===== src/rtl/core/safl_pkg.sv =====
`timescale 1ns / 1ps
// shared types and codes for the symbol address floor lookup
// no dependencies

package safl_pkg;

	localparam int HW    = 16;
	localparam int AW    = 64;
	localparam int ANS_W = 3 + HW;

	localparam logic [31:0] OFFSET_LIMIT_RESET = 32'h0000_8000;

	localparam logic [1:0] ACT_LOAD_MOD = 2'd0;
	localparam logic [1:0] ACT_LOAD_MAP = 2'd1;
	localparam logic [1:0] ACT_LOOKUP   = 2'd2;
	localparam logic [1:0] ACT_CLEAR    = 2'd3;

	localparam logic [2:0] ST_FOUND   = 3'd0;
	localparam logic [2:0] ST_NONE    = 3'd1;
	localparam logic [2:0] ST_NULL    = 3'd2;
	localparam logic [2:0] ST_ONES    = 3'd3;
	localparam logic [2:0] ST_LOADED  = 3'd4;
	localparam logic [2:0] ST_FULL    = 3'd5;
	localparam logic [2:0] ST_CLEARED = 3'd6;

	typedef struct packed {
		logic [1:0]    action;
		logic [AW-1:0] address;
		logic [HW-1:0] symbol_handle;
	} in_item_t;

	typedef struct packed {
		logic [2:0]    status;
		logic [HW-1:0] result_handle;
		logic          cache_hit;
	} out_item_t;

	typedef enum logic [2:0] {
		K_LOAD_MOD,
		K_LOAD_MAP,
		K_LOOKUP,
		K_NULL,
		K_ONES,
		K_CLEAR
	} kind_t;

	typedef struct packed {
		kind_t         kind;
		logic [AW-1:0] address;
		logic [HW-1:0] handle;
	} job_t;

	typedef struct packed {
		logic [AW-1:0] addr;
		logic [HW-1:0] handle;
	} entry_t;

	typedef struct packed {
		logic          start;
		logic          load;
		logic          clear;
		logic [AW-1:0] key;
		entry_t        entry;
	} srch_cmd_t;

	typedef struct packed {
		logic   done;
		logic   match;
		logic   full;
		entry_t entry;
	} srch_res_t;

	typedef enum logic [1:0] {
		SR_IDLE,
		SR_FIRST,
		SR_LAST,
		SR_MID
	} srch_state_t;

	typedef enum logic [2:0] {
		BK_IDLE,
		BK_CACHE,
		BK_SEARCH,
		BK_CHECK,
		BK_EMIT
	} back_state_t;

endpackage


===== src/rtl/core/safl_front.sv =====
`timescale 1ns / 1ps
// front part: accepts input beats, classifies them, holds them in a two-entry queue
// depends on safl_pkg

module safl_front import safl_pkg::*; (
	input  logic     clk,
	input  logic     arst_n,
	input  logic     item_valid,
	output logic     item_stall,
	input  in_item_t item,
	output logic     job_valid,
	output job_t     job,
	input  logic     pop
);

	job_t       q_mem_q [2];
	logic       wr_q;
	logic       rd_q;
	logic [1:0] cnt_q;
	logic       push;
	job_t       job_in;

	always_comb begin
		job_in.address = item.address;
		job_in.handle  = item.symbol_handle;
		unique case (item.action)
			ACT_LOAD_MOD: job_in.kind = K_LOAD_MOD;
			ACT_LOAD_MAP: job_in.kind = K_LOAD_MAP;
			ACT_LOOKUP: begin
				if (item.address == '0)
					job_in.kind = K_NULL;
				else if (item.address == '1)
					job_in.kind = K_ONES;
				else
					job_in.kind = K_LOOKUP;
			end
			default: job_in.kind = K_CLEAR;
		endcase
	end

	assign item_stall = (cnt_q == 2'd2);
	assign push       = item_valid && !item_stall;
	assign job_valid  = (cnt_q != 2'd0);
	assign job        = q_mem_q[rd_q];

	always_ff @(posedge clk) begin
		if (push)
			q_mem_q[wr_q] <= job_in;
	end

	always_ff @(posedge clk or negedge arst_n) begin
		if (!arst_n) begin
			wr_q  <= 1'b0;
			rd_q  <= 1'b0;
			cnt_q <= 2'd0;
		end else begin
			if (push)
				wr_q <= !wr_q;
			if (pop)
				rd_q <= !rd_q;
			unique case ({push, pop})
				2'b10:   cnt_q <= cnt_q + 2'd1;
				2'b01:   cnt_q <= cnt_q - 2'd1;
				default: cnt_q <= cnt_q;
			endcase
		end
	end

endmodule


===== config.mk =====
export PLATFORM = sky130hd
export DESIGN_NAME = safl_front
export DESIGN_NICKNAME = d
export VERILOG_FILES = /design/src/rtl/core/safl_pkg.sv /design/src/rtl/core/safl_front.sv
export SDC_FILE = /design/constraint.sdc
export NUM_CORES = 1
export LEC_CHECK = 0
export BUFFER_PORTS_ARGS = -buffer_cell sky130_fd_sc_hd__buf_2
export CORE_MARGIN = 10
export CORE_UTILIZATION = 59
export CTS_BUF_LIST = sky130_fd_sc_hd__clkbuf_4 sky130_fd_sc_hd__clkbuf_8
export CTS_CLUSTER_DIAMETER = 30
export DETAILED_ROUTE_END_ITERATION = 8
export HOLD_SLACK_MARGIN = 0.02
export PLACE_DENSITY_LB_ADDON = 0.2
export SYNTH_ARGS = -nofsm -noshare
export SYNTH_HDL_FRONTEND = slang
export SYNTH_SLANG_ARGS = --single-unit

===== constraint.sdc =====
create_clock -name clk -period 7 [get_ports clk]
set_input_delay 0.35 -clock clk [delete_from_list [all_inputs] [get_ports clk]]
set_output_delay 0.35 -clock clk [all_outputs]
set_load 0.01 [all_outputs]

==> impl_metrics.tcl <==
set metrics [dict create \
    synth_seq_cells 170 \
    die-area_um2 15500 \
    ir_drop_v 0.000210 \
    drt-total-wl_um 14200 \
    slowest_delay_ns 0.90 \
    cp_num_buf_inv 1 \
    slew_headroom 0.222 \
    die_w_um 125 \
    cp_slowest_cell "nor2_4" \
    antenna-diode-count 0 \
    cts_tree "built" \
    endpoint "q_mem_q[0][81]" \
    crit_family "simple AND/OR/NAND/NOR gates" \
    post_cts_buffers 0 \
    slew_violations 0 \
    rsz0062_at_grt "no" \
    fin_total_pwr_uw 3070 \
    status "complete, no violations" \
    antenna_found_initial 0 \
    worstSetupPathDepth 4 \
    crit_fanout 44 \
    path_class "reg2reg" \
    startpoint_type "flip-flop" \
    fin_tns_setup_ns 0 \
    firstDrtPassIters 4 \
    yosysTopAreaCell "edfxtp_1" \
    final_layout_size_suffix_gt1_frac 0.570 \
    drv_cap 0 \
    clkSlewWorstSetupHoldPaths_ns 0.09 \
    hp-class "in2reg" \
    grt_max_degree 85 \
    hold_ws_ns 0.0928 \
    grt_util_all_layers 0.179 \
    cp-startpoint "cnt_q[0]" \
    ys_seq_area_frac 0.786 \
    nFillCells 698 \
    netlist_area_um2 6470 \
    clock_sinks 170 \
    ant_nets 0 \
    area_growth_pct 21.9 \
    fmax_mhz 376 \
    ys_types 23 \
    core_area_um2 10800 \
    numCtsBuffers 17 \
    hp-start "item[0]" \
    clock_latency_ns 0.44 \
    ff2ff_setup_slack_ns 4.34 \
    synth_nets 408 \
    r2r-start "cnt_q[0]" \
    p_leak_uw 0.00288 \
    period_needed_ns 2.66 \
    worst-endpoint-required_ns 7.07 \
    start_util 0.599 \
    cts_buffer_depth 2 \
    viasPerCell 5.58 \
    grt_pass1_wl_um 21700 \
    ios 171 \
    hold_viol_final 0 \
    routabilityCongestion 0.806 \
    yosysWarnings 0 \
    r2r_cells 4 \
    ys_top_cells_by_area "edfxtp_1 (77%), mux2_2 (14%), nand4_1 (1.8%)" \
    hpwl_um 9980 \
    yosysTopAreaCellShare 0.771 \
    detail_route.wl_per_cell_um 21.6 \
    cp-end-kind "flip-flop" \
    min_period_over_period 0.380 \
    drtIter0Drc 288 \
    fin_worst_skew_ns 0.00716 \
    drcViolationCount 0 \
    nNetsFinal 590 \
    timing.rr.end "q_mem_q[0][81]" \
    layout_common_cells "buf_2 (170), edfxtp_1 (166), mux2_2 (83)" \
    cts_resized 0 \
    io_buffers 170 \
    final_common_cell "buf_2" \
    grt_pass1_vias 3941 \
    worst_pin_slew_ns 1.16 \
    syn_area_per_cell_um2 20.1 \
    cts_htree_levels 4 \
    die_y_um 125 \
    worstPathCellList "nand2b_1 > nand2_1 > nor2_4 > buf_4" \
    grt-ovfl-total 0 \
    clockRootBuffer "clkbuf_8" \
    worst-endpoint-arrival_ns 2.73 \
    rows 38 \
    setup_violations 0 \
    syn_inst 321 \
    vias 3658 \
    powerDensity_nw_per_um2 390 \
]
[timing repair]
item | CTS | global route
setup endpoints to repair | 0 | 0
hold endpoints to repair | 4 | 0
hold buffers | 1 | 0
[sequential cells by signal (all words and copies together), names as in the netlist]
| signal | count |
|---|---|
| q_mem_q | 166 |
| cnt_q | 2 |
| rd_q | 1 |
| wr_q | 1 |
[synth_stat cells]
| cell type | instances |
|---|---|
| xnor2_1 | 3 |
| buf_2 | 9 |
| mux2_2 | 83 |
| a41oi_1 | 1 |
| nor4_1 | 16 |
| edfxtp_1 | 166 |
| nand4_1 | 19 |
| nor2b_1 | 1 |
| or2_2 | 1 |
| and2_1 | 1 |
| nor4_2 | 3 |
| nand2_1 | 1 |
| xor2_1 | 2 |
| nor3_1 | 1 |
| nand2b_1 | 1 |
| nor4b_1 | 1 |
| ha_1 | 1 |
| inv_1 | 1 |
| nand2_2 | 1 |
| nor2_1 | 3 |
| a41o_1 | 1 |
| dfrtp_1 | 4 |
| and3_1 | 1 |
[stage by stage]
stage	cells	setup slack, ns	area, um2	utilization
finish	656	4.34	7880	0.730
global route	656	4.07	7880	0.730
CTS	656	4.27	7880	0.730
detailed placement	623	4.28	7470	0.692
global placement	623	4.36	7470	0.692
floorplan	321	2.39	6470	-
[layout make-up]
type	instances	area, um2	area share
Sequential cell	170	5090	0.646
Multi-Input combinational cell	141	1350	0.171
Timing Repair Buffer	172	868	0.110
Clock buffer	26	339	0.0430
Tap cell	140	175	0.0222
Clock inverter	6	62.6	0.00794
Inverter	1	3.75	0.000476
[report_power, final]
part	switching [uW]	internal, uW	leakage (uW)
clock	323	350	0.000202
sequential	149	1390	0.00159
combinational	442	417	0.00109
[logic make-up after synthesis]
group           synth area share
compound gates           0.00290
xor+xnor                 0.00677
fa+ha+maj                0.00193
buf+inv                  0.00755
flops                      0.786
mux                        0.145
simple gates              0.0499
[how the worst min path moves through the flow]
stage / cells after the start / slack [ns] / endpoint
after floorplan: 0 / 0.05 / cnt_q[0]
after detailed placement: 1 / 0.16 / rd_q
after global placement: 1 / 0.16 / rd_q
after global routing: 1 / 0.06 / q_mem_q[0][0]
after CTS: 1 / 0.07 / q_mem_q[0][0]
final: 1 / 0.09 / q_mem_q[0][0]
[per-layer routing]
metal | up-vias | global-route usage | share of wire
li1 | 1680 | - | -
met1 | 1804 | 0.222 | 0.41
met2 | 154 | 0.282 | 0.49
met3 | 20 | 0.0685 | 0.080
met4 | 0 | 0.0644 | 0.016
met5 | - | 0 | 0
No activity file was read; power rests on OpenSTA's default activity.
